## config.mk

```make
export PLATFORM = sky130hd
export DESIGN_NAME = mcpid_ctrl
export DESIGN_NICKNAME = d
export VERILOG_FILES = /design/src/mcpid_pkg.sv /design/src/mcpid_ctrl.sv
export SDC_FILE = /design/constraint.sdc
export NUM_CORES = 1
export LEC_CHECK = 0
export ABC_AREA = 1
export CAP_MARGIN = 15
export CORE_AREA = 2 2 39 41
export CTS_CLUSTER_DIAMETER = 30
export CTS_CLUSTER_SIZE = 40
export DETAILED_ROUTE_END_ITERATION = 8
export DIE_AREA = 0 0 41 43
export DONT_BUFFER_PORTS = 1
export HOLD_SLACK_MARGIN = 0.15
export PLACE_DENSITY = 0.65
export SLEW_MARGIN = 20
export SYNTH_ARGS = -nofsm -noshare
export SYNTH_HDL_FRONTEND = slang
export SYNTH_SLANG_ARGS = --single-unit
```

## constraint.sdc

```tcl
create_clock -name clk_i -period 2.2 [get_ports clk_i]
set_clock_uncertainty 0.05 [all_clocks]
set_input_delay 0.22 -clock clk_i [delete_from_list [all_inputs] [get_ports clk_i]]
set_output_delay 0.22 -clock clk_i [all_outputs]
set_load 0.03 [all_outputs]
```

## src/mcpid_pkg.sv

```systemverilog
`timescale 1ns / 1ps

package mcpid_pkg;

  localparam int TRIG_TABLE_BITS_DEF = 10;
  localparam int FRAC_BITS_DEF       = 16;

  localparam int NUM_WHEELS = 4;
  localparam int CFG_IDX_W  = 3;
  localparam int CFG_DATA_W = 24;

  // configuration register indexes
  localparam logic [CFG_IDX_W-1:0] CFG_GAIN_P         = 3'd0;
  localparam logic [CFG_IDX_W-1:0] CFG_GAIN_I         = 3'd1;
  localparam logic [CFG_IDX_W-1:0] CFG_GAIN_D         = 3'd2;
  localparam logic [CFG_IDX_W-1:0] CFG_OUTPUT_LIMIT   = 3'd3;
  localparam logic [CFG_IDX_W-1:0] CFG_INTEGRAL_LIMIT = 3'd4;

  // PID term being multiplied
  localparam logic [1:0] TERM_P = 2'd0;
  localparam logic [1:0] TERM_I = 2'd1;
  localparam logic [1:0] TERM_D = 2'd2;

  // preparation steps before the PID loop
  localparam logic [2:0] STEP_RECIP  = 3'd0;
  localparam logic [2:0] STEP_CORR   = 3'd1;
  localparam logic [2:0] STEP_ROM    = 3'd2;
  localparam logic [2:0] STEP_MUL_A  = 3'd3;
  localparam logic [2:0] STEP_MUL_B  = 3'd4;
  localparam logic [2:0] STEP_MIX    = 3'd5;
  localparam logic [2:0] STEP_ERR    = 3'd6;
  localparam logic [2:0] STEP_COMMIT = 3'd7;

  typedef struct packed {
    logic       load;
    logic       prep_en;
    logic [2:0] prep_step;
    logic       pid_en;
    logic [1:0] pid_wheel;
    logic [1:0] pid_term;
    logic       pid_hi;
    logic       out_load;
  } ctrl_cmd_t;

endpackage

```

## src/mcpid_ctrl.sv

```systemverilog
`timescale 1ns / 1ps

module mcpid_ctrl (
  input  logic                clk_i,
  input  logic                rst_ni,
  input  logic                in_valid_i,
  output logic                in_ready_o,
  output logic                out_valid_o,
  input  logic                out_ready_i,
  output mcpid_pkg::ctrl_cmd_t cmd_o
);
  import mcpid_pkg::*;

  localparam logic [2:0] ST_IDLE  = 3'd0;
  localparam logic [2:0] ST_PREP  = 3'd1;
  localparam logic [2:0] ST_PID   = 3'd2;
  localparam logic [2:0] ST_DRAIN = 3'd3;
  localparam logic [2:0] ST_DONE  = 3'd4;

  localparam logic [1:0] LAST_WHEEL = 2'(NUM_WHEELS - 1);

  logic [2:0] state_q, state_d;
  logic [2:0] step_q, step_d;
  logic [1:0] wheel_q, wheel_d;
  logic [1:0] term_q, term_d;
  logic       hi_q, hi_d;
  logic       out_valid_q, out_valid_d;

  always_comb begin
    state_d     = state_q;
    step_d      = step_q;
    wheel_d     = wheel_q;
    term_d      = term_q;
    hi_d        = hi_q;
    out_valid_d = out_valid_q;
    cmd_o       = '0;
    cmd_o.prep_step = step_q;
    cmd_o.pid_wheel = wheel_q;
    cmd_o.pid_term  = term_q;
    cmd_o.pid_hi    = hi_q;
    in_ready_o  = 1'b0;

    if (out_valid_q && out_ready_i) begin
      out_valid_d = 1'b0;
    end

    case (state_q)
      ST_IDLE: begin
        in_ready_o = 1'b1;
        if (in_valid_i) begin
          cmd_o.load = 1'b1;
          step_d     = STEP_RECIP;
          state_d    = ST_PREP;
        end
      end
      ST_PREP: begin
        cmd_o.prep_en = 1'b1;
        if (step_q == STEP_COMMIT) begin
          wheel_d = '0;
          term_d  = TERM_P;
          hi_d    = 1'b0;
          state_d = ST_PID;
        end else begin
          step_d = step_q + 3'd1;
        end
      end
      ST_PID: begin
        cmd_o.pid_en = 1'b1;
        if (!hi_q) begin
          hi_d = 1'b1;
        end else begin
          hi_d = 1'b0;
          if (term_q != TERM_D) begin
            term_d = term_q + 2'd1;
          end else begin
            term_d = TERM_P;
            if (wheel_q == LAST_WHEEL) begin
              state_d = ST_DRAIN;
            end else begin
              wheel_d = wheel_q + 2'd1;
            end
          end
        end
      end
      ST_DRAIN: begin
        state_d = ST_DONE;
      end
      ST_DONE: begin
        // output word register must be free or emptying this cycle
        if (!out_valid_q || out_ready_i) begin
          cmd_o.out_load = 1'b1;
          out_valid_d    = 1'b1;
          state_d        = ST_IDLE;
        end
      end
      default: begin
        state_d = ST_IDLE;
      end
    endcase
  end

  always_ff @(posedge clk_i or negedge rst_ni) begin
    if (!rst_ni) begin
      state_q     <= ST_IDLE;
      step_q      <= '0;
      wheel_q     <= '0;
      term_q      <= TERM_P;
      hi_q        <= 1'b0;
      out_valid_q <= 1'b0;
    end else begin
      state_q     <= state_d;
      step_q      <= step_d;
      wheel_q     <= wheel_d;
      term_q      <= term_d;
      hi_q        <= hi_d;
      out_valid_q <= out_valid_d;
    end
  end

  assign out_valid_o = out_valid_q;

`ifndef NO_ASSERTIONS
  a_load_free : assert property (@(posedge clk_i) disable iff (!rst_ni)
    cmd_o.out_load |-> (!out_valid_q || out_ready_i))
    else $error("result loaded over a pending word");

  a_accept_prep : assert property (@(posedge clk_i) disable iff (!rst_ni)
    (in_valid_i && in_ready_o) |=> (state_q == ST_PREP && step_q == STEP_RECIP))
    else $error("accept did not start preparation");

  a_term_range : assert property (@(posedge clk_i) disable iff (!rst_ni)
    (state_q == ST_PID) |-> (term_q == TERM_P || term_q == TERM_I || term_q == TERM_D))
    else $error("bad PID term");

  a_rose_done : assert property (@(posedge clk_i) disable iff (!rst_ni)
    $rose(out_valid_o) |-> ($past(state_q) == ST_DONE))
    else $error("result raised outside done");

  a_pid_after_prep : assert property (@(posedge clk_i) disable iff (!rst_ni)
    (state_q == ST_PREP && step_q == STEP_COMMIT) |=>
      (state_q == ST_PID && wheel_q == 2'd0 && term_q == TERM_P && !hi_q))
    else $error("PID loop did not start clean");
`endif

endmodule

```

After elaboration in Yosys (flattened, before gate mapping)
Cells that the tools add are included.
- $mul: 0
- magnitude comparators: 0
- mux-type cells: 31
- bitwise logic cells: 0
- shift operators: 0
- add/subtract/negate cells: 3
- equality and inequality tests: 15
- div/mod/pow operators: 0
- reductions and logical operators: 11
- operators by type and width (cell ; number):
    $mux 3 ; 8
    $ne 2x2->1 const B ; 9
    $pmux 3 s5 ; 1
    $mux 1 ; 12
    $mux 2 ; 6
    $pmux 2 s2 ; 2
    $eq 3x2->1 const B ; 2
    $eq 3x3->1 const B ; 2
    $pmux 3 s2 ; 1
    $reduce_and 3->1 ; 2
    $reduce_and 6->1 ; 1
    $reduce_and 5->1 ; 1
    $add 2x1->2 const B ; 2
    $reduce_bool 2->1 ; 2
    $add 3x1->3 const B ; 1
    $eq 3x1->1 const B ; 1
    $logic_not 3->1 ; 1
    $eq 2x2->1 const B ; 1
    $pmux 1 s2 ; 1
    $reduce_and 2->1 ; 1
    $logic_and 1x1->1 ; 1
    $logic_not 1->1 ; 1
    $logic_or 1x1->1 ; 1
- register bits: 12
- input port bits: 4
- bits in read-only memories: 0
- memories: 0
- memory bits (writable): 0
- output and inout port bits: 14
- word-level logic and storage cells: 66
- latch bits: 0

Logic depth before layout (Yosys ltp)
Gate-level depths: netlist of the first run.
- word-level depth: 5
- depth in mapped cells: 9
- depth with buffers taken out: 8

Worst setup path after synthesis of the first run
Ideal clock, no wire load.
- path type: flip-flop to output port
- start point: reg state_q[2]
- end point: out cmd_o[11] in the netlist's numbering
- data required time: 1.930 ns
- path buffers: 0
- data arrival time: 1.694 ns
- path slack: 0.236 ns
- cell stages (with the launch flop): 4
- path through: dfrtp_1 > nor3_1 > nand2_1 > inv_1
- RTL lines (what ; RTL line ; source):
    from (decl) ; mcpid_ctrl.sv:22 ; logic [2:0] state_q, state_d;
    from (signal assigned) ; mcpid_ctrl.sv:111 ; state_q <= state_d;
    to (decl) ; mcpid_ctrl.sv:10 ; output mcpid_pkg::ctrl_cmd_t cmd_o

==> summary.md, run 1 <==
| Metric | Value |
|---|---|
| Status | `complete, no violations` |
| Global route overflow | `0` |
| Initial DRC Count | `16` |
| Hold endpoint | `step_q[2]` |
| Seq/Total Area, Yosys | `44.8%` |
| Metal2 WL | `563 um` |
| Initial antenna violation count | `0` |
| Final hold viol count | `0` |
| Reg-to-reg slack, setup | `0.58 ns` |
| DRT Wirelength | `1.20 mm` |
| Crit-path max FO | `9` |
| Multi-input gate area | `299 um2` |
| Routed Antenna Nets | `0` |
| Met3 wire length | `41 um` |
| N_diodes | `0` |
| Crit-path max cell delay | `0.48 ns` |
| Share of layout cells above drive strength 1 | `14.1%` |
| Reg2reg start | `step_q[0]` |
| Die footprint | `0.00176 mm2` |
| Gp weighted congestion | `0.780` |
| Max-capacitance violation count | `0` |
| Worst-path clk slew | `0.07 ns` |
| M1 WL | `555 um` |
| Slew at the pin closest to its max-slew limit | `0.554 ns` |
| Synth top area cells | `dfrtp_1 45%, nand2_1 14%, nand3_1 8.2%, inv_1 6.7%, ha_1 5.6%` |
| Post-detail-place hpwl | `936 um` |
| Yosys top cell by area | `dfrtp_1` |
| Core Rows | `14` |
| Hold path startpoint | `in_valid_i` |
| Most common cell after layout, fill and taps aside | `nand2_1` |
| Critical Path Sink Type | `primary output` |
| First-pass GRT wire length | `2.04 mm` |
| Min cycle time layout | `1.69 ns` |
| Die Ht | `43 um` |
| Die Width | `41 um` |
| DRC viols | `0` |
| Final Total Pwr | `1.05 mW` |
| Ys Warns | `0` |
| Post-CTS Setup Repair Bufs | `0` |
| CTS tree | `built` |
| Mapped Area | `671 um2` |
| Vias per cell | `5.09` |
| Final setup viols | `0` |
| Root Driver | `clkbuf_4` |
| Largest net degree at the start of global routing | `13` |
| P_leak | `0.411 nW` |
| First-pass iteration count of the detailed router | `4` |
| Reg area | `300 um2` |
| Syn Area/Cell | `7.71 um2` |
| Clock Path Buffers | `2` |
| # port buffers | `0` |
| Routed vias | `550` |
| Cell count after synthesis | `87` |
| Clk Latency, worst-skew pair | `0.28 ns` |
| Per-cell routed wire length | `11.1 um` |
| Initial Util | `48.5%` |
| Crit Path Category | `flip-flop to primary output` |
| Worst hold path class | `input pin to flip-flop` |
| Crit share post-route | `76.8%` |
| CP arrival | `1.42 ns` |
| Layout area overhead | `10.3%` |
| CTS buffer count | `3` |
| Worst path required time | `1.93 ns` |
| Core area | `0.00138 mm2` |
| Crit-path cells | `nor2_1, nand2_1, nor2_1` |
| Fillers | `125` |
| Most frequent cells in the layout | `25 x nand2_1, 12 x inv_1, 12 x dfrtp_1` |
| Top Metal Used | `met4` |
| Crit-path slowest cell | `dfrtp_1` |
| Post-synth top area share | `44.8%` |
| Pwr Density | `1430 mW/mm2` |
| CTS H-Tree Depth | `1` |
| Most frequent CP cell | `nor2_1` |
| Fin. max-slew vios | `0` |
| Fin Setup TNS | `0 ns` |
| Syn Nets | `94` |
| Synth Register Bits | `12` |
| Worst VDD drop | `0.715 mV` |
| Slew HR | `62.9%` |
| Tot GR Track Use | `17.8%` |
| Max frequency | `592 MHz` |
| Startpoint type of the worst setup path | `flip-flop` |
| Reg2Reg Depth | `8` |
| Clock sinks | `12` |
| I/O pin cnt | `18` |
| R2R Path End | `wheel_q[0]` |
| RSZ-0062 raised after global routing | `false` |
| Synth cell types | `17` |
| Hold Path Cell Cnt | `3` |
| Layout Nets | `100` |
| Vias in the first global route | `481` |
-- sequential cells by signal, summed over array words and instances, names as in the netlist --
name,count
out_valid_o,1
step_q,3
state_q,3
term_q,2
wheel_q,2
hi_q,1
-- cells by family (layout without fill, tap and decap cells) --
group	Yosys count	after routing	share of synthesized area [%]
AND/OR/NAND/NOR	52	52	36.8
buffers and inverters	17	22	10.6
flip-flops	12	12	44.8
adder cells (fa/ha/maj)	3	3	5.60
AO/OA/AOI/OAI	3	3	2.24
-- worst max path at each step --
stage | start | to | slack (ns)
3_5_place_dp | step_q[0] | wheel_q[0] | 0.59
6_report | state_q[1] | cmd_o[0] | 0.51
5_1_grt | state_q[1] | cmd_o[0] | 0.42
2_1_floorplan | state_q[2] | cmd_o[11] | 0.24
3_3_place_gp | step_q[0] | wheel_q[0] | 0.62
4_1_cts | state_q[1] | cmd_o[0] | 0.49
-- cell type report --
type                    instances  share of cell area [%]
multi-input cells              58                    40.4
clock buffers                   4                    4.91
well taps                      16                    2.71
flip-flops and latches         12                    40.6
inverters                      15                    7.61
repair buffers                  3                    3.72
-- per-stage QoR --
stage | cells | setup slack (ns) | instance area (um2) | hold WS (ns) | util (%)
global placement | 102 | 0.616 | 683 | -0.125 | 49.4
global route | 108 | 0.418 | 739 | 0.180 | 53.4
detailed placement | 102 | 0.590 | 683 | -0.125 | 49.4
floorplan | 87 | 0.236 | 671 | -0.126 | -
finish | 108 | 0.510 | 739 | 0.150 | 53.4
CTS | 108 | 0.490 | 739 | 0.154 | 53.4
-- cell usage after synthesis (all sizes together) --
cell type / instances
buf: 2
dfrtp: 12
ha: 3
inv: 15
nand2: 27
nand3: 12
nand3b: 2
nand4: 3
nor2: 7
nor3: 1
o21ai: 3
-- metal layers --
layer / GRT usage [%] / up-vias
met5: 0 / -
met4: 14.0 / 0
li1: - / 287
met2: 23.1 / 8
met3: 3.14 / 4
met1: 24.8 / 251
-- where the power goes --
part | total (mW) | switching [mW] | internal [mW] | leakage, nW
registers | 0.462 | 0.178 | 0.284 | 0.159
logic | 0.415 | 0.282 | 0.132 | 0.231
clock network | 0.177 | 0.0763 | 0.101 | 0.0210
total | 1.05 | 0.537 | 0.517 | 0.411
-- what timing repair did --
action / in CTS / in global routing
gates resized for setup: 0 / 0
hold buffers: 2 / 0
hold endpoints to repair: 14 / 0
-- worst max-delay path: cells and delay by family, from the launching register on --
kind	cells	cell delay (ns)
and+or+nand+nor	3	0.67
DFF	1	0.48
Power figures use the tool's default switching activity.
==> run 2: changes to the inputs <==
- PLACE_DENSITY: 0.65 -> 0.68
- clock period: 2.2 -> 1.45 ns (I/O delays scaled with it)
==> summary.md, run 2 (synthesized netlist as in run 1, its figures left out) <==
| Metric | Value |
|---|---|
| CTS tree | `built (unchanged)` |
| P_leak | `0.515 nW (was 0.411 nW)` |
| Worst hold path class | `input pin to flip-flop (unchanged)` |
| Crit Path Category | `flip-flop to primary output (unchanged)` |
| Top Metal Used | `met4 (unchanged)` |
| Post-route cell area | `967 um2 (was 739 um2)` |
| Hold Path Cell Cnt | `5 (was 3)` |
| DRT Wirelength | `1.49 mm (was 1.20 mm)` |
| CP arrival | `1.23 ns (was 1.42 ns)` |
| Min cycle time layout | `1.42 ns` |
| Initial Util | `48.5% (unchanged)` |
| Hold endpoint | `state_q[0] (was step_q[2])` |
| Most frequent cells in the layout | `22 x nand2_1, 20 x buf_4, 11 x nand3_1 (was 25 x nand2_1, 12 x inv_1, 12 x dfrtp_1)` |
| Gp weighted congestion | `0.750 (was 0.780)` |
| Reg-to-reg slack, setup | `0.07 ns (was 0.58 ns)` |
| Clock Path Buffers | `2 (unchanged)` |
| M1 WL | `636 um (was 555 um)` |
| First-pass iteration count of the detailed router | `4 (unchanged)` |
| Die Ht | `43 um (unchanged)` |
| Status | `complete, no violations (unchanged)` |
| Slew HR | `63.9% (was 62.9%)` |
| Root Driver | `clkbuf_4 (unchanged)` |
| DRC viols | `0 (unchanged)` |
| RSZ-0062 raised after global routing | `true (was false)` |
| Most common cell after layout, fill and taps aside | `nand2_1 (unchanged)` |
| Largest net degree at the start of global routing | `13 (unchanged)` |
| Core area | `0.00138 mm2 (unchanged)` |
| Initial DRC Count | `12 (was 16)` |
| Crit share post-route | `98.1%` |
| Post-DP Area | `795 um2 (was 683 um2)` |
| Post-detail-place hpwl | `1.03 mm (was 936 um)` |
| Reg2reg start | `step_q[0] (unchanged)` |
| N_diodes | `0 (unchanged)` |
| Die footprint | `0.00176 mm2 (unchanged)` |
| Fin. max-slew vios | `0 (unchanged)` |
| Pwr Density | `2070 mW/mm2 (was 1430 mW/mm2)` |
| Critical Path Sink Type | `primary output (unchanged)` |
| Worst path required time | `1.25 ns (was 1.93 ns)` |
| Worst-path clk slew | `0.08 ns (was 0.07 ns)` |
| First-pass GRT wire length | `2.10 mm (was 2.04 mm)` |
| Per-cell routed wire length | `11.4 um (was 11.1 um)` |
| Worst VDD drop | `1.43 mV (was 0.715 mV)` |
| Vias per cell | `5.05 (was 5.09)` |
| I/O pin cnt | `18 (unchanged)` |
| Max frequency | `703 MHz` |
| Max-capacitance violation count | `0 (unchanged)` |
| Routed Antenna Nets | `0 (unchanged)` |
| Hold path startpoint | `in_valid_i (unchanged)` |
| Vias in the first global route | `534 (was 481)` |
| Share of layout cells above drive strength 1 | `43.9% (was 14.1%)` |
| Metal2 WL | `762 um (was 563 um)` |
| Startpoint type of the worst setup path | `flip-flop (unchanged)` |
| Reg2Reg Depth | `8 (unchanged)` |
| Final setup viols | `0 (unchanged)` |
| Core Rows | `14 (unchanged)` |
| Layout area overhead | `44.2% (was 10.3%)` |
| Clock sinks | `12 (unchanged)` |
| Die Width | `41 um (unchanged)` |
| Met3 wire length | `69 um (was 41 um)` |
| R2R Path End | `state_q[0] (was wheel_q[0])` |
| Final hold viol count | `0 (unchanged)` |
| Global route overflow | `0 (unchanged)` |
| Clk Latency, worst-skew pair | `0.27 ns (was 0.28 ns)` |
| Crit-path max FO | `5 (was 9)` |
| # port buffers | `0 (unchanged)` |
| CTS buffer count | `3 (unchanged)` |
| Largest regs | `state_q: 3 flops, step_q: 3 flops (unchanged)` |
| Slew at the pin closest to its max-slew limit | `0.540 ns (was 0.554 ns)` |
| Routed vias | `656 (was 550)` |
| Worst hold slack | `0.208 ns (was 0.150 ns)` |
| CTS H-Tree Depth | `1 (unchanged)` |
| Layout Nets | `122 (was 100)` |
| Tot GR Track Use | `18.1% (was 17.8%)` |
| Initial antenna violation count | `0 (unchanged)` |
run 2: layer usage:
layer / GRT usage (%) / vias up
met5: 0 / -
met4: 10.0 / 0
met3: 4.71 / 3
met2: 25.9 / 19
met1: 24.0 / 300
li1: - / 334
run 2: how the worst max path moves through the flow:
stage                    start          to
floorplan            step_q[0]  wheel_q[0]
global placement     step_q[0]  wheel_q[0]
CTS                 state_q[1]    cmd_o[0]
finish              state_q[0]    cmd_o[6]
global route        state_q[1]    cmd_o[0]
detailed placement   step_q[0]  wheel_q[0]
run 2: timing repair:
| action | CTS | global route |
|---|---|---|
| hold buffers | 3 | 0 |
| setup buffers | 1 | 8 |
| pin swaps | 1 | 5 |
| setup endpoints to repair | 4 | 7 |
| resized for setup | 7 | 11 |
| endpoints found under the hold margin | 17 | 0 |
run 2: power by group:
group          internal, mW  total [mW]  leakage, nW  switching, mW
Combinational         0.467        1.17        0.342          0.707
Sequential            0.444       0.568        0.152          0.124
Clock                 0.152       0.264       0.0210          0.111
Total                  1.06        2.01        0.515          0.943
run 2: metrics by stage:
stage               utilization [%]  std cells  worst slack [ns]  setup TNS (ns)  total power, mW
floorplan                         -         87           0.00602               0             1.28
global placement               57.4        114            0.0903               0             1.51
detailed placement             57.4        114            0.0363               0             1.53
CTS                            63.4        122            0.0112               0             1.85
global route                   69.9        130           -0.0521         -0.0895             2.16
finish                         69.9        130            0.0271               0             2.01
run 2: critical path: stages (launching register included):
cell     delay (ns)
dfrtp_2        0.48
nor2_4         0.15
nand2_2        0.09
inv_2          0.10
buf_6          0.13
run 2: area by class of cell:
type	count	area (um2)
Inverter	15	61.3
Sequential cell	12	307
Timing Repair Buffer	25	203
Clock buffer	4	36.3
Fill cell	113	417
Multi-Input combinational cell	58	340
Tap cell	16	20.0
